===== src/hdl/first_fit_extent_allocator_core_macros.svh =====
// assertion macros of the allocator core rtl
`ifndef FIRST_FIT_EXTENT_ALLOCATOR_CORE_MACROS_SVH
`define FIRST_FIT_EXTENT_ALLOCATOR_CORE_MACROS_SVH

// clocked check, switched off while reset is held
`define FFA_ASSERT(lbl, prop, msg) \
  lbl: assert property (@(posedge clk_i) disable iff (!rst_ni) (prop)) else $error(msg);

// clocked check that also holds through reset
`define FFA_ASSERT_ALWAYS(lbl, prop, msg) \
  lbl: assert property (@(posedge clk_i) (prop)) else $error(msg);

`endif


===== src/hdl/ffa_pkg.sv =====
// shared types and constants of the first-fit extent allocator
package ffa_pkg;

  // parameter defaults
  localparam int unsigned BLOCKS_DEF  = 256;
  localparam int unsigned FILES_DEF   = 16;
  localparam int unsigned ID_BITS_DEF = 16;

  // request and result field widths
  localparam int unsigned FILE_ID_W = 16;
  localparam int unsigned COUNT_W   = 9;
  localparam int unsigned STATUS_W  = 3;
  localparam int unsigned START_W   = 8;

  // request kinds
  localparam logic CMD_ALLOC   = 1'b0;
  localparam logic CMD_RELEASE = 1'b1;

  // result codes
  typedef enum logic [STATUS_W-1:0] {
    ST_DONE     = 3'd0,
    ST_EXISTS   = 3'd1,
    ST_NOROOM   = 3'd2,
    ST_NOTFOUND = 3'd3,
    ST_FULL     = 3'd4
  } status_e;

  // write control towards the occupancy bitmap
  typedef struct packed {
    logic wr_en;
    logic wr_bit;
  } bm_cmd_t;

endpackage


===== src/hdl/ffa_bitmap.sv =====
// block occupancy bitmap, one bit per block, registered read
module ffa_bitmap #(
  parameter int unsigned BLOCKS = ffa_pkg::BLOCKS_DEF
) (
  input  logic                      clk_i,
  input  ffa_pkg::bm_cmd_t          cmd_i,
  input  logic [$clog2(BLOCKS)-1:0] addr_i,
  output logic                      rd_o
);

  logic mem [BLOCKS];
  logic rd_q;

  // single port: one address per cycle, written and read together (the read returns the old bit)
  always_ff @(posedge clk_i) begin
    if (cmd_i.wr_en) begin
      mem[addr_i] <= cmd_i.wr_bit;
    end
    rd_q <= mem[addr_i];
  end

  assign rd_o = rd_q;

endmodule


===== src/hdl/first_fit_extent_allocator_core.sv =====
// top level of the first-fit contiguous extent allocator
//
// Allocates and releases contiguous extents of a store of BLOCKS blocks for
// up to FILES files. A request (tuser: 0 allocate, 1 release) carries a file
// id and a block count; allocate places the file at the start of the lowest
// free run long enough, release frees the file's extent. One result per
// request. Requests are handled one at a time by a sequencer around a
// single compare unit: the file table is walked entry by entry (registered
// table read, then compare), the bitmap is scanned at one block per cycle
// through its single port, and the extent is then written back one block
// per cycle. The response step waits while the previous result has not
// been taken. After reset the bitmap is cleared one block per cycle, with
// tready low meanwhile.
module first_fit_extent_allocator_core #(
  parameter int unsigned BLOCKS  = ffa_pkg::BLOCKS_DEF,
  parameter int unsigned FILES   = ffa_pkg::FILES_DEF,
  parameter int unsigned ID_BITS = ffa_pkg::ID_BITS_DEF
) (
  input  logic        clk_i,
  input  logic        rst_ni,
  // request channel
  input  logic        s_axis_tvalid,
  output logic        s_axis_tready,
  input  logic [31:0] s_axis_tdata,  // file_id [15:0], block_count [24:16], zero
  input  logic        s_axis_tuser,  // command
  // result channel
  output logic        m_axis_tvalid,
  input  logic        m_axis_tready,
  output logic [23:0] m_axis_tdata   // status [2:0], start_block [10:3], length [19:11], zero
);

  `include "first_fit_extent_allocator_core_macros.svh"

  localparam int unsigned BA_W  = $clog2(BLOCKS);
  localparam int unsigned CNT_W = $clog2(BLOCKS + 1);
  localparam int unsigned CMP_W = (CNT_W > ffa_pkg::COUNT_W) ? CNT_W : ffa_pkg::COUNT_W;
  localparam int unsigned TI_W  = (FILES > 1) ? $clog2(FILES) : 1;
  localparam int unsigned ID_W  = (ID_BITS < ffa_pkg::FILE_ID_W) ? ID_BITS
                                                                 : ffa_pkg::FILE_ID_W;
  localparam int unsigned LEN_W = ffa_pkg::COUNT_W;
  localparam int unsigned ENT_W = ID_W + BA_W + LEN_W;

  typedef enum logic [3:0] {
    S_CLR, S_IDLE, S_TRD, S_TCMP, S_CHK, S_SCAN, S_FILL, S_FREE, S_RESP
  } state_e;

  state_e               state_q;
  logic                 cmd_q;
  logic [ID_W-1:0]      id_q;
  logic [LEN_W-1:0]     cnt_q;
  logic [TI_W-1:0]      idx_q;
  logic [TI_W-1:0]      slot_q;
  logic                 slot_ok_q;
  logic [TI_W-1:0]      hit_q;
  logic [BA_W-1:0]      start_q;
  logic [LEN_W-1:0]     len_q;
  logic [CNT_W-1:0]     b_q;
  logic                 pend_q;
  logic [BA_W-1:0]      pos_q;
  logic [CNT_W-1:0]     run_q;
  logic [BA_W-1:0]      rs_q;
  logic [BA_W-1:0]      a_q;
  logic [LEN_W-1:0]     rem_q;
  ffa_pkg::status_e     st_q;
  logic [FILES-1:0]     valid_q;
  logic                 m_valid_q;
  logic [23:0]          m_data_q;

  logic [ENT_W-1:0]     tbl_mem [FILES];
  logic [ENT_W-1:0]     tbl_rd_q;
  logic                 tbl_we;
  logic [ENT_W-1:0]     tbl_wdata;

  ffa_pkg::bm_cmd_t     bm_cmd;
  logic [BA_W-1:0]      bm_addr;
  logic                 bm_rd;

  logic [ID_W-1:0]      ent_id;
  logic [BA_W-1:0]      ent_start;
  logic [LEN_W-1:0]     ent_len;
  logic                 ent_hit;

  logic [CNT_W-1:0]     run_new;
  logic [BA_W-1:0]      rs_new;
  logic                 fit;
  logic                 bad_count;

  // table entry fields
  assign ent_len   = tbl_rd_q[LEN_W-1:0];
  assign ent_start = tbl_rd_q[BA_W+LEN_W-1:LEN_W];
  assign ent_id    = tbl_rd_q[ENT_W-1:BA_W+LEN_W];
  assign ent_hit   = valid_q[idx_q] && (ent_id == id_q);

  // free run tracking on the bit that returns from the bitmap
  always_comb begin
    run_new = run_q;
    rs_new  = rs_q;
    if (bm_rd) begin
      run_new = '0;
    end else begin
      if (run_q == '0) begin
        rs_new = pos_q;
      end
      run_new = run_q + CNT_W'(1);
    end
  end
  assign fit       = pend_q && !bm_rd && (CMP_W'(run_new) >= CMP_W'(cnt_q));
  assign bad_count = (cnt_q == '0) || (CMP_W'(cnt_q) > CMP_W'(BLOCKS));

  // bitmap port
  always_comb begin
    bm_cmd.wr_en  = (state_q == S_CLR) || (state_q == S_FILL) || (state_q == S_FREE);
    bm_cmd.wr_bit = (state_q == S_FILL);
    bm_addr       = (state_q == S_SCAN) ? b_q[BA_W-1:0] : a_q;
  end

  ffa_bitmap #(
    .BLOCKS (BLOCKS)
  ) u_bitmap (
    .clk_i  (clk_i),
    .cmd_i  (bm_cmd),
    .addr_i (bm_addr),
    .rd_o   (bm_rd)
  );

  // file table: written on the last block of a fill, read at the walk index
  assign tbl_we    = (state_q == S_FILL) && (rem_q == LEN_W'(1));
  assign tbl_wdata = {id_q, start_q, cnt_q};

  always_ff @(posedge clk_i) begin
    if (tbl_we) begin
      tbl_mem[slot_q] <= tbl_wdata;
    end
    tbl_rd_q <= tbl_mem[idx_q];
  end

  // sequencer
  always_ff @(posedge clk_i or negedge rst_ni) begin
    if (!rst_ni) begin
      state_q   <= S_CLR;
      cmd_q     <= ffa_pkg::CMD_ALLOC;
      id_q      <= '0;
      cnt_q     <= '0;
      idx_q     <= '0;
      slot_q    <= '0;
      slot_ok_q <= 1'b0;
      hit_q     <= '0;
      start_q   <= '0;
      len_q     <= '0;
      b_q       <= '0;
      pend_q    <= 1'b0;
      pos_q     <= '0;
      run_q     <= '0;
      rs_q      <= '0;
      a_q       <= '0;
      rem_q     <= '0;
      st_q      <= ffa_pkg::ST_DONE;
      valid_q   <= '0;
      m_valid_q <= 1'b0;
      m_data_q  <= '0;
    end else begin
      // result slot drains independently, the response step refills it
      if (m_valid_q && m_axis_tready && (state_q != S_RESP)) begin
        m_valid_q <= 1'b0;
      end

      unique case (state_q)
        // clear the bitmap after reset
        S_CLR: begin
          a_q <= a_q + BA_W'(1);
          if (a_q == BA_W'(BLOCKS - 1)) begin
            state_q <= S_IDLE;
          end
        end

        // take a request
        S_IDLE: begin
          if (s_axis_tvalid) begin
            cmd_q     <= s_axis_tuser;
            id_q      <= s_axis_tdata[ID_W-1:0];
            cnt_q     <= s_axis_tdata[ffa_pkg::FILE_ID_W +: LEN_W];
            idx_q     <= '0;
            slot_ok_q <= 1'b0;
            state_q   <= S_TRD;
          end
        end

        // table read in flight
        S_TRD: begin
          state_q <= S_TCMP;
        end

        // compare one table entry, note the first free slot
        S_TCMP: begin
          if (!valid_q[idx_q] && !slot_ok_q) begin
            slot_q    <= idx_q;
            slot_ok_q <= 1'b1;
          end
          if (ent_hit) begin
            if (cmd_q == ffa_pkg::CMD_RELEASE) begin
              hit_q   <= idx_q;
              start_q <= ent_start;
              len_q   <= ent_len;
              a_q     <= ent_start;
              rem_q   <= ent_len;
              state_q <= S_FREE;
            end else begin
              st_q    <= ffa_pkg::ST_EXISTS;
              state_q <= S_RESP;
            end
          end else if (idx_q == TI_W'(FILES - 1)) begin
            state_q <= S_CHK;
          end else begin
            idx_q   <= idx_q + TI_W'(1);
            state_q <= S_TRD;
          end
        end

        // table walk finished without a match
        S_CHK: begin
          priority if (cmd_q == ffa_pkg::CMD_RELEASE) begin
            st_q    <= ffa_pkg::ST_NOTFOUND;
            state_q <= S_RESP;
          end else if (!slot_ok_q) begin
            st_q    <= ffa_pkg::ST_FULL;
            state_q <= S_RESP;
          end else if (bad_count) begin
            st_q    <= ffa_pkg::ST_NOROOM;
            state_q <= S_RESP;
          end else begin
            b_q     <= '0;
            pend_q  <= 1'b0;
            run_q   <= '0;
            state_q <= S_SCAN;
          end
        end

        // bitmap scan, one block per cycle, registered read issued ahead of the check
        S_SCAN: begin
          if (b_q < CNT_W'(BLOCKS)) begin
            b_q    <= b_q + CNT_W'(1);
            pend_q <= 1'b1;
            pos_q  <= b_q[BA_W-1:0];
          end else begin
            pend_q <= 1'b0;
          end
          if (pend_q) begin
            run_q <= run_new;
            rs_q  <= rs_new;
          end
          if (fit) begin
            start_q <= rs_new;
            len_q   <= cnt_q;
            a_q     <= rs_new;
            rem_q   <= cnt_q;
            state_q <= S_FILL;
          end else if (pend_q && (pos_q == BA_W'(BLOCKS - 1))) begin
            st_q    <= ffa_pkg::ST_NOROOM;
            state_q <= S_RESP;
          end
        end

        // mark the new extent used
        S_FILL: begin
          a_q   <= a_q + BA_W'(1);
          rem_q <= rem_q - LEN_W'(1);
          if (rem_q == LEN_W'(1)) begin
            valid_q[slot_q] <= 1'b1;
            st_q            <= ffa_pkg::ST_DONE;
            state_q         <= S_RESP;
          end
        end

        // free the released extent
        S_FREE: begin
          a_q   <= a_q + BA_W'(1);
          rem_q <= rem_q - LEN_W'(1);
          if (rem_q == LEN_W'(1)) begin
            valid_q[hit_q] <= 1'b0;
            st_q           <= ffa_pkg::ST_DONE;
            state_q        <= S_RESP;
          end
        end

        // hand the result over once the slot is free
        S_RESP: begin
          if (!m_valid_q || m_axis_tready) begin
            m_valid_q <= 1'b1;
            if (st_q == ffa_pkg::ST_DONE) begin
              m_data_q <= {4'b0, len_q, ffa_pkg::START_W'(start_q), st_q};
            end else begin
              m_data_q <= {4'b0, LEN_W'(0), ffa_pkg::START_W'(0), st_q};
            end
            state_q <= S_IDLE;
          end
        end

        default: begin
          state_q <= S_IDLE;
        end
      endcase
    end
  end

  assign s_axis_tready = (state_q == S_IDLE);
  assign m_axis_tvalid = m_valid_q;
  assign m_axis_tdata  = m_data_q;

  // checks
  `FFA_ASSERT(a_result_from_resp, $rose(m_valid_q) |-> $past(state_q == S_RESP),
              "result raised outside the response step")
  `FFA_ASSERT(a_fail_zero,
              (m_valid_q && (m_data_q[2:0] != ffa_pkg::ST_DONE)) |-> (m_data_q[19:3] == '0),
              "failed request carries a non-zero extent")
  `FFA_ASSERT_ALWAYS(a_no_req_in_clear, (state_q == S_CLR) |-> !s_axis_tready,
                     "request taken while the bitmap is being cleared")
  `FFA_ASSERT(a_fill_needs_slot, (state_q == S_FILL) |-> (slot_ok_q && !valid_q[slot_q]),
              "fill without a free table slot")

endmodule


===== config.mk =====
export PLATFORM = sky130hd
export DESIGN_NAME = first_fit_extent_allocator_core
export DESIGN_NICKNAME = d
export VERILOG_FILES = /design/src/hdl/ffa_pkg.sv /design/src/hdl/ffa_bitmap.sv /design/src/hdl/first_fit_extent_allocator_core.sv
export VERILOG_INCLUDE_DIRS = /design/src /design/src/hdl
export SDC_FILE = /design/constraint.sdc
export NUM_CORES = 1
export LEC_CHECK = 0
export ABC_AREA = 1
export BUFFER_PORTS_ARGS = -buffer_cell sky130_fd_sc_hd__buf_2
export CORE_MARGIN = 2
export CORE_UTILIZATION = 60
export CTS_CLUSTER_DIAMETER = 60
export DETAILED_ROUTE_END_ITERATION = 7
export GPL_ROUTABILITY_DRIVEN = 0
export PLACE_DENSITY = 0.76
export SYNTH_ARGS = -nofsm -noshare
export SYNTH_HDL_FRONTEND = slang
export SYNTH_SLANG_ARGS = --single-unit

===== constraint.sdc =====
create_clock -name clk_i -period 26.9 [get_ports clk_i]
set_input_delay 4.035 -clock clk_i [delete_from_list [all_inputs] [get_ports clk_i]]
set_output_delay 4.035 -clock clk_i [all_outputs]
set_load 0.05 [all_outputs]

### Yosys cells after proc, flatten, opt, wreduce, memory -nomap -nowiden

Memories as Yosys holds them, arrays and structs flattened. A register that Yosys moved wholly into a read port is not among the register bits.
Cells that the tools add are included.
W data, S select, Z words.

| storage, ports and cells | value |
|---|---|
| register bits after elaboration | 156 |
| RAM bits | 784 |
| bits of input ports | 37 |
| output and inout bits | 26 |
| logic and storage cells | 195 |
| memories kept | 2 |

Memories:

| memory | depth | bits a word | rd ports | clocked after memory_dff | wr ports | line | text |
|---|---|---|---|---|---|---|---|
| tbl_mem | 16 | 33 | 1 | 1 | 1 | first_fit_extent_allocator_core.sv:69 | `logic [ENT_W-1:0] tbl_mem [FILES];` |
| u_bitmap.mem | 256 | 1 | 1 | 1 | 1 | ffa_bitmap.sv:11 | `logic mem [BLOCKS];` |

| operators by class | value |
|---|---|
| add/sub/neg operators | 5 |
| $lt $le $gt $ge | 8 |
| equality and inequality tests | 36 |
| multiplexer cells | 72 |
| bitwise operators | 3 |
| reductions and logical operators | 48 |

Operators by type and width:

| cell | count |
|---|---|
| $mux W9 | 9 |
| $mux W4 | 14 |
| $pmux W9 S2 | 3 |
| $mux W8 | 6 |
| $mux W16 | 2 |
| $pmux W16 S2 | 1 |
| $pmux W4 S8 | 1 |
| $ne A2 B2 Y1 const B | 15 |
| $mux W3 | 9 |
| $pmux W9 S3 | 1 |
| $pmux W8 S3 | 1 |
| $mux W20 | 1 |
| $reduce_and A4 Y1 | 5 |
| $add A9 B1 Y9 const B | 2 |
| $logic_not A9 Y1 | 2 |
| $and A16 B16 Y16 | 1 |
| $eq A16 B16 Y1 | 1 |
| $eq A4 B3 Y1 const B | 4 |
| $eq A8 B8 Y1 const B | 2 |
| $mux W1 | 16 |
| $not A16 Y16 | 1 |
| $or A16 B16 Y16 | 1 |
| $pmux W8 S2 | 1 |
| $lt A4 B5 Y1 const B | 3 |
| 33 further kinds | 70 |

### Depth between registers and ports, before layout

Gate-level depths: netlist (run 1).

| logic depth | value |
|---|---|
| word-level depth | 8 |
| gate-level depth with buffers | 21 |
| gate-level depth less buffers | 21 |

### Cells and area by module

A second synthesis (run 1) with hierarchy kept.

| unflattened totals | value |
|---|---|
| cell total of the unflattened synthesis | 3,728 |
| area, all modules | 40,558.9 sq um |

By module, submodules not included:

| module | times used | cells an instance | area an instance (sq um) | seq. area each (sq um) |
|---|---|---|---|---|
| first_fit_extent_allocator_core | 1 | 2,423 | 28,787.6 | 20,319.5 |
| ffa_bitmap | 1 | 1,305 | 11,771.3 | 7,707.4 |

### Least setup slack after synthesis (run 1)

OpenSTA, ideal clock, no wires.

| path | value |
|---|---|
| path kind | reg-to-reg |
| start | reg state_q[3] |
| end | mem tbl_mem[0][0] (netlist name) (enable) |
| library setup time | 0.423 ns |
| arrival | 8.937 ns |
| required time | 26.477 ns |
| slack | 17.540 ns |
| stages on the path, launching flop included | 9 |
| path buffers | 1 |
| period minus slack after synthesis | 9.360 ns |
| cells stage by stage | dfrtp_1 -> nor2_8 -> inv_2 -> nor2_1 -> inv_1 -> buf_4 -> nor2_1 -> nand3_1 -> nor2_1 |

RTL lines:

| element | line | text |
|---|---|---|
| start, declared | first_fit_extent_allocator_core.sv:47 | `state_e state_q;` |
| start signal, assigned | first_fit_extent_allocator_core.sv:140 | `state_q <= S_CLR;` |
| start signal, assigned | first_fit_extent_allocator_core.sv:172 | `state_q <= S_IDLE;` |
| start signal, assigned | first_fit_extent_allocator_core.sv:184 | `state_q <= S_TRD;` |
| end, declared | first_fit_extent_allocator_core.sv:69 |  |

### Final worst setup path (run 1)

| path | value |
|---|---|
| start | reg state_q[0] |
| end | out s_axis_tready |

| between the ends | value |
|---|---|
| cells in the longest elaborated chain, start to end | 1 |

Ends and longest elaborated chain:

| element | line | text |
|---|---|---|
| $eq A4 B1 Y1 | first_fit_extent_allocator_core.sv:305 | `assign s_axis_tready = (state_q == S_IDLE);` |
| end, declared | first_fit_extent_allocator_core.sv:23 | `output logic s_axis_tready,` |

Every way passes these cells.

==> results of run 1 <==
-- sequential cells by signal (all words and copies together) (netlist names), 8 cells and up --
signal        flops
rs_q              8
pos_q             8
run_q             9
tbl_rd_q         33
id_q             16
len_q             9
b_q               9
start_q           8
rem_q             9
m_axis_tdata     20
cnt_q             9
tbl_mem         528
valid_q          16
u_bitmap.mem    256
a_q               8
-- logic make-up (layout without fill, tap and decap cells) --
kind of cell / after synthesis / after routing
AND/OR/NAND/NOR: 1878 / 1878
flip-flops: 970 / 970
AO/OA/AOI/OAI: 602 / 602
buffers and inverters: 378 / 433
adder cells (fa/ha/maj): 16 / 16
XOR/XNOR: 16 / 16
multiplexers: 14 / 14
other: 1 / 4
-- layer usage --
metal  GRT usage  part of all wire  vias to the layer above
li1            -                 -                    13270
met1      0.3602              0.39                    13810
met2      0.4873              0.49                     1301
met3     0.04106             0.078                      294
met4      0.1373             0.046                        0
met5           0                 0                        -
-- Yosys cell counts (all sizes together) (2+ instances only) --
| library cell | n |
|---|---|
| a21oi | 140 |
| a221oi | 41 |
| a22oi | 2 |
| a31oi | 10 |
| buf | 95 |
| clkbuf | 124 |
| clkinv | 4 |
| dfrtp | 152 |
| dfxtp | 34 |
| edfxtp | 784 |
| ha | 16 |
| inv | 155 |
| mux2 | 13 |
| nand2 | 1114 |
| nand3 | 119 |
| nand4 | 56 |
| nor2 | 547 |
| nor3 | 23 |
| nor4 | 11 |
| o211ai | 4 |
| o21ai | 315 |
| o21bai | 2 |
| o221ai | 27 |
| o22ai | 48 |
| o31ai | 5 |
| o32ai | 3 |
| or2 | 7 |
| xnor2 | 3 |
| xor2 | 13 |
-- power by group --
group	switching (mW)	internal [mW]	leakage, nW
clock network	0.583	0.810	1.61
registers	0.183	1.82	9.94
logic	0.602	0.192	6.17
total	1.37	2.82	17.7
-- how the worst max path moves through the flow --
| stage | end | from | slack (ps) | depth (start not counted) |
|---|---|---|---|---|
| finish | s_axis_tready | state_q[0] | 20530 | 6 |
| global route | s_axis_tready | state_q[0] | 20430 | 6 |
| CTS | s_axis_tready | state_q[0] | 20490 | 6 |
| detailed placement | idx_q[0] | rst_ni | 21060 | 2 |
| global placement | idx_q[0] | rst_ni | 21050 | 2 |
| floorplan | tbl_mem[0][0] | state_q[3] | 17540 | 8 |
-- area by class of cell --
cell class                      count  area (um^2)  area share
Clock inverter                     57        724.4     0.01587
Tap cell                          882         1104     0.02417
Multi-Input combinational cell   2530        11980      0.2625
Sequential cell                   970        28030      0.6141
Inverter                          159        616.8     0.01351
Timing Repair Buffer               91        574.3     0.01258
Clock buffer                      126         2616     0.05731
-- critical path: stages, from the launching register on --
cell	delay, ps
sky130_fd_sc_hd__dfrtp_1	330
sky130_fd_sc_hd__buf_4	360
sky130_fd_sc_hd__inv_1	170
sky130_fd_sc_hd__nor2_4	250
sky130_fd_sc_hd__nand2_1	130
sky130_fd_sc_hd__inv_1	160
sky130_fd_sc_hd__buf_2	290
-- metrics by stage --
stage / worst slack, ps / utilization
finish: 20530 / 0.6668
global route: 20430 / 0.6668
CTS: 20490 / 0.6668
detailed placement: 21060 / 0.6180
global placement: 21050 / 0.6180
floorplan: 17540 / -
==> impl_metrics.sql, run 1 <==
INSERT INTO impl_metrics (metric_group, metric, value, unit) VALUES
('critical_path', 'cp.required', '22860', 'ps'),
('timing', 'grt_setup_unrepaired', 'false', ''),
('timing', 'worst_clock_skew', '38.85', 'ps'),
('status', 'run_status', 'completed', ''),
('logic_synthesis', 'multiplexer_area_fraction_after_synthesis', '0.003770', ''),
('die', 'die_width', '267.0', 'um'),
('critical_path', 'worst-endpoint-arrival', '2340', 'ps'),
('clock_network', 'cts_bufs_inserted', '97', ''),
('placement', 'port-buffer-count', '51', ''),
('logic_synthesis', 'yosys_register_bits', '970', ''),
('timing', 'period_share', '0.2369', ''),
('global_route', 'number_of_antenna_violations_at_the_first_check_in_global_routing', '0', ''),
('worst_hold_path', 'worstHoldPathType', 'flop to flop', ''),
('logic_synthesis', 'yosys_most_used_dff', 'sky130_fd_sc_hd__edfxtp_1', ''),
('logic_synthesis', 'asyncSetResetFlopFracSynth', '0.1567', ''),
('timing', 'setup_total_negative_slack', '0', 'ps'),
('global_route', 'globalRouteTotalUtil', '0.2853', ''),
('clock_network', 'maximum_buffer_depth_of_the_clock_tree', '3', ''),
('logic_synthesis', 'synthesis.yosys.warnings', '0', ''),
('clock_network', 'post-cts-setup-buffers', '0', ''),
('clock_network', 'clock_tree_root', 'sky130_fd_sc_hd__clkbuf_16', ''),
('clock_network', 'postCtsResizedCells', '0', ''),
('power', 'worst_ir_drop_vdd', '0.07632', 'mV'),
('timing', 'worstMarginPinSlew', '1162', 'ps'),
('critical_path', 'critical_path.reg2reg.endpoint', 'u_bitmap.mem[225]', ''),
('logic_synthesis', 'synth.area.top_cells', 'sky130_fd_sc_hd__edfxtp_1, sky130_fd_sc_hd__nand2_1, sky130_fd_sc_hd__dfrtp_1', ''),
('critical_path', 'worst_setup_sp_type', 'flop', ''),
('finish', 'most-common-layout-cells', 'sky130_fd_sc_hd__nand2_1, sky130_fd_sc_hd__edfxtp_1, sky130_fd_sc_hd__nor2_1', ''),
('logic_synthesis', 'synth_simple_gate_area_frac', '0.1891', ''),
('power', 'pwr_density_cell', '91.74', 'nW/um^2'),
('logic_synthesis', 'synth_area_per_cell', '10.71', 'um^2'),
('critical_path', 'path_max_fanout', '20', ''),
('worst_hold_path', 'worstHoldStart', 'len_q[3]', ''),
('route', 'vias', '28680', ''),
('logic_synthesis', 'post_synth_inst_count', '3875', ''),
('logic_synthesis', 'synth_top_cell_by_area', 'sky130_fd_sc_hd__edfxtp_1', ''),
('timing', 'worst_hold_slack', '478.1', 'ps'),
('route', 'route.detailed.wl_per_inst', '21.12', 'um'),
('placement', 'placement.cell_area', '42310', 'um^2'),
('die', 'initial_utilization', '0.6059', ''),
('worst_hold_path', 'min_to', 'len_q[3]', ''),
('finish', 'stdcell_area', '45650', 'um^2'),
('power', 'power.total', '4.188', 'mW'),
('critical_path', 'critPathCaptureType', 'output port', ''),
('timing', 'final_max_slew_viol_count', '0', ''),
('clock_network', 'clk_pin_slew', '60', 'ps'),
('logic_synthesis', 'post_synth_xor_area_fraction', '0.003378', ''),
('die', 'fp.coreArea', '68470', 'um^2'),
('finish', 'nFillCells', '4911', ''),
('finish', 'drive_gt1_frac', '0.1025', ''),
('clock_network', 'tritoncts', 'yes', ''),
('clock_network', 'postCtsHoldBufs', '0', ''),
('die', 'design.die.area', '71260', 'um^2'),
('critical_path', 'r2r_slack', '22100', 'ps'),
('logic_synthesis', 'register_area_share_after_synthesis', '0.6756', ''),
('logic_synthesis', 'synth_top_family_by_area', 'simple AND/OR/NAND/NOR gates', ''),
('route', 'drt_first_pass_iters', '6', ''),
('logic_synthesis', 'compound_cell_area_share_of_the_yosys_netlist', '0.08384', ''),
('timing', 'hold_violations', '0', ''),
('logic_synthesis', 'synth_adder_area_share', '0.004826', ''),
('global_route', 'grt_overflow', '0', ''),
('power', 'p_leak', '17.73', 'nW'),
('logic_synthesis', 'mappedNetlistArea', '41490', 'um^2'),
('worst_hold_path', 'min_path_cells', '2', ''),
('critical_path', 'crit-reg2reg-launch', 'state_q[0]', ''),
('job', 'maxCapViolations', '0', ''),
('finish', 'antenna_cells', '0', ''),
('die', 'pin_count', '63', ''),
('finish', 'nets', '3902', ''),
('finish', 'mostFrequentLayoutCell', 'sky130_fd_sc_hd__nand2_1', ''),
('timing', 'min_period', '6372', 'ps');
Power figures use the tool's default switching activity.
==> run 2, diff against run 1 <==
ABC_AREA = 0   (was 1)
CORE_UTILIZATION = 57   (was 60)
clock period = 5.5 ns   (was 26.9 ns; I/O delays follow)
==> impl_metrics.sql, run 2 <==
INSERT INTO impl_metrics (metric_group, metric, value, unit) VALUES
('logic_synthesis', 'mappedNetlistArea', '39870', 'um^2'),
('finish', 'areaGrowthSynthToFinish', '10.90', '%'),
('logic_synthesis', 'yosys_most_used_dff', 'sky130_fd_sc_hd__edfxtp_1', ''),
('finish', 'nFillCells', '4724', ''),
('global_route', 'number_of_antenna_violations_at_the_first_check_in_global_routing', '0', ''),
('die', 'floorplan.die.height', '268.5', 'um'),
('finish', 'nets', '2787', ''),
('job', 'maxCapViolations', '0', ''),
('clock_network', 'clk_pin_slew', '60', 'ps'),
('die', 'row_count', '96', ''),
('power', 'comb_power_share', '0.169', ''),
('finish', 'most-common-layout-cells', 'sky130_fd_sc_hd__edfxtp_1, sky130_fd_sc_hd__nor2_1, sky130_fd_sc_hd__mux2i_1', ''),
('clock_network', 'post-cts-setup-buffers', '0', ''),
('route', 'drt_first_pass_iters', '7', ''),
('die', 'pin_count', '63', ''),
('finish', 'largest_register_ffs', '528', ''),
('logic_synthesis', 'synth.area.top_cells', 'sky130_fd_sc_hd__edfxtp_1, sky130_fd_sc_hd__dfrtp_1, sky130_fd_sc_hd__mux2i_1', ''),
('global_route', 'globalRoute.busiestLayer', 'met2', ''),
('route', 'drt_wl_total', '92.19', 'mm'),
('die', 'fp.coreArea', '68950', 'um^2'),
('placement', 'post-dp-hpwl', '52.50', 'mm'),
('global_route', 'global_route_wire_length_before_repair', '138.8', 'mm'),
('timing', 'hold_violations', '0', ''),
('power', 'internal-power', '13.29', 'mW'),
('placement', 'port-buffer-count', '51', ''),
('power', 'power.switching_fraction', '0.2835', ''),
('finish', 'leading_registers_by_flop_count', 'tbl_mem (528), u_bitmap.mem (256), tbl_rd_q (33)', ''),
('timing', 'min_period', '4418', 'ps'),
('die', 'die_width', '268.5', 'um'),
('logic_synthesis', 'yosys.cell_count.top_type', 'sky130_fd_sc_hd__edfxtp_1', ''),
('global_route', 'grt_util_met1', '0.3570', ''),
('power', 'total_switching_power', '5.258', 'mW'),
('timing', 'final_max_slew_viol_count', '0', ''),
('global_route', 'grt_overflow', '0', ''),
('global_route', 'first_global_vias', '23490', ''),
('route', 'drt-vias-per-instance', '6.278', ''),
('finish', 'antenna_cells', '0', ''),
('clock_network', 'postCtsResizedCells', '0', ''),
('finish', 'mostFrequentLayoutCell', 'sky130_fd_sc_hd__edfxtp_1', ''),
('logic_synthesis', 'synth_top_cell_by_area', 'sky130_fd_sc_hd__edfxtp_1', ''),
('finish', 'stdcell_area', '44220', 'um^2'),
('timing', 'worstMarginPinSlew', '1213', 'ps'),
('status', 'run_status', 'completed', ''),
('route', 'route.detailed.wl_per_inst', '24.62', 'um'),
('logic_synthesis', 'netlist.area_leader.share', '0.5905', ''),
('global_route', 'grtUsageMet3', '0.04868', ''),
('clock_network', 'maximum_buffer_depth_of_the_clock_tree', '3', ''),
('timing', 'period_share', '0.8033', ''),
('finish', 'drive_gt1_frac', '0.1546', ''),
('clock_network', 'clkSinkCount', '970', ''),
('die', 'design.die.area', '72080', 'um^2'),
('clock_network', 'tritoncts', 'yes', ''),
('logic_synthesis', 'synthesis.yosys.warnings', '0', ''),
('route', 'route.antenna.remaining_nets', '0', ''),
('clock_network', 'worstSkewPairLatency', '660', 'ps'),
('logic_synthesis', 'register_area_share_after_synthesis', '0.7029', ''),
('logic_synthesis', 'yosys.cell_types.count', '70', ''),
('placement', 'place_inst', '3569', ''),
('timing', 'slew_headroom', '0.1910', ''),
('logic_synthesis', 'post_synth_inst_count', '2687', ''),
('critical_path', 'worst-endpoint-arrival', '4970', 'ps'),
('timing', 'setup_total_negative_slack', '0', 'ps'),
('clock_network', 'clock_tree.htree_level_count', '3', ''),
('worst_hold_path', 'worstHoldPathType', 'primary input to asynchronous set/reset pin', ''),
('global_route', 'globalRouteTotalUtil', '0.2584', ''),
('clock_network', 'cts_bufs_inserted', '94', ''),
('route', 'initialDrtViolationCount', '2885', ''),
('timing', 'setup_violations_final', '0', ''),
('logic_synthesis', 'synth_common_cells', 'sky130_fd_sc_hd__edfxtp_1, sky130_fd_sc_hd__nor2_1, sky130_fd_sc_hd__mux2i_1', ''),
('power', 'seqPwrFrac', '0.498', ''),
('logic_synthesis', 'asyncSetResetFlopFracSynth', '0.1567', ''),
('critical_path', 'critPathCaptureType', 'flop', ''),
('critical_path', 'worst_setup_sp_type', 'flop', ''),
('logic_synthesis', 'synth_area_per_cell', '14.84', 'um^2'),
('route', 'post-route-drc-count', '0', ''),
('power', 'p_leak', '15.18', 'nW'),
('critical_path', 'path_class', 'flop to flop', ''),
('die', 'initial_utilization', '0.5783', ''),
('logic_synthesis', 'yosys_register_bits', '970', ''),
('finish', 'layoutNonFillerInstCount', '3744', ''),
('critical_path', 'path_max_fanout', '81', ''),
('placement', 'placement.cell_area', '41210', 'um^2'),
('global_route', 'groute.layer.met2.usage', '0.4195', ''),
('power', 'worst_ir_drop_vdd', '0.3658', 'mV'),
('route', 'vias', '23510', ''),
('timing', 'grt_setup_unrepaired', 'false', ''),
('power', 'share_clk_of_total_power', '0.333', ''),
('power', 'pwr_density_cell', '419.5', 'nW/um^2'),
('timing', 'worst_clock_skew', '31.60', 'ps'),
('timing', 'fmax', '226.3', 'MHz'),
('logic_synthesis', 'synth_edf_count', '784', ''),
('finish', 'max_flop_register', 'tbl_mem', ''),
('critical_path', 'cp.required', '6050', 'ps'),
('global_route', 'pin_count_of_the_biggest_net_entering_global_routing', '257', ''),
('clock_network', 'postCtsHoldBufs', '0', ''),
('clock_network', 'clock_tree_root', 'sky130_fd_sc_hd__clkbuf_16', '');
==> run 2: cell count changes after synthesis, moves of 24 or more <==
cell,change
sky130_fd_sc_hd__nand2_1,-889
sky130_fd_sc_hd__mux2i_1,+251
sky130_fd_sc_hd__o21ai_0,-174
sky130_fd_sc_hd__nor2_1,-145
sky130_fd_sc_hd__inv_1,-112
sky130_fd_sc_hd__nand3_1,-89
sky130_fd_sc_hd__a21oi_1,-74
sky130_fd_sc_hd__mux2_2,+74
sky130_fd_sc_hd__mux4_2,+71
sky130_fd_sc_hd__nand4_1,-44
sky130_fd_sc_hd__buf_2,-40
sky130_fd_sc_hd__a22oi_1,+32
sky130_fd_sc_hd__clkbuf_1,-32
sky130_fd_sc_hd__o221ai_1,-24
==> run 2: logic make-up (layout without fill, tap and decap cells) <==
kind of cell,count (synthesis),count (layout),share of synthesized area
flip-flops,970,970,0.7029
AND/OR/NAND/NOR,670,670,0.07055
multiplexers,415,415,0.1294
AO/OA/AOI/OAI,400,400,0.06465
buffers and inverters,182,305,0.02008
XOR/XNOR,33,33,0.007249
adder cells (fa/ha/maj),16,16,0.005021
other,1,4,0.00009405
==> run 2: area by class of cell <==
cell class	count	area, um^2	area share
clock buffer	155	2814	0.06364
clock inverter	20	188.9	0.004273
inverter	25	93.84	0.002122
multi-input combinational	1538	11230	0.2539
sequential	970	28040	0.6341
tap	931	1165	0.02634
timing repair buffer	105	691.9	0.01565
==> run 2: critical path: stages, from the launching register on <==
cell                        delay, ps
sky130_fd_sc_hd__dfrtp_1          810
sky130_fd_sc_hd__nand4bb_1        500
sky130_fd_sc_hd__nand2_1          240
sky130_fd_sc_hd__nand2_8          640
sky130_fd_sc_hd__buf_4            420
sky130_fd_sc_hd__mux2i_1          250
sky130_fd_sc_hd__o22ai_1          120
sky130_fd_sc_hd__o41ai_1          600
sky130_fd_sc_hd__a41oi_1          260
sky130_fd_sc_hd__a2111o_1         400
==> run 2: power by group through the flow <==
stage	clock network, mW	registers, mW	logic (mW)
2_1_floorplan	0	9.11	2.22
3_3_place_gp	0	9.32	2.99
3_5_place_dp	0	9.38	3.06
4_1_cts	6.25	9.23	3.09
5_1_grt	6.51	9.30	3.33
6_report	6.18	9.23	3.13
==> run 2: final timing paths <==
check	startpoint	endpoint	slack (ps)	depth (start not counted)
worst max-delay path	state_q[1]	u_bitmap.rd_o	1080	9
worst min-delay path	rst_ni	id_q[8]	170	1
worst max register to register	state_q[1]	u_bitmap.rd_o	1080	9
worst min register to register	m_axis_tdata[4]	m_axis_tdata[4]	470	2
max in group asynchronous	rst_ni	pos_q[5]	4040	2
min in group clk_i	s_axis_tdata[13]	id_q[13]	400	2
==> run 2: per-stage QoR <==
step | worst slack (ps) | hold WS (ps) | util | total power [mW]
2_1_floorplan | 1709 | 455.3 | - | 11.33
3_3_place_gp | 1300 | 462.6 | 0.5978 | 12.32
3_5_place_dp | 1129 | 465.6 | 0.5978 | 12.44
4_1_cts | 1109 | 166.5 | 0.6413 | 18.57
5_1_grt | 767.9 | 195.9 | 0.6413 | 19.14
6_report | 1082 | 166.1 | 0.6413 | 18.55
==> run 2: layer usage <==
metal  share of wire  vias to the layer above
met5               0                        -
met4           0.027                        0
met3           0.093                      177
met2            0.48                     1196
met1            0.40                    11840
li1                -                    10290
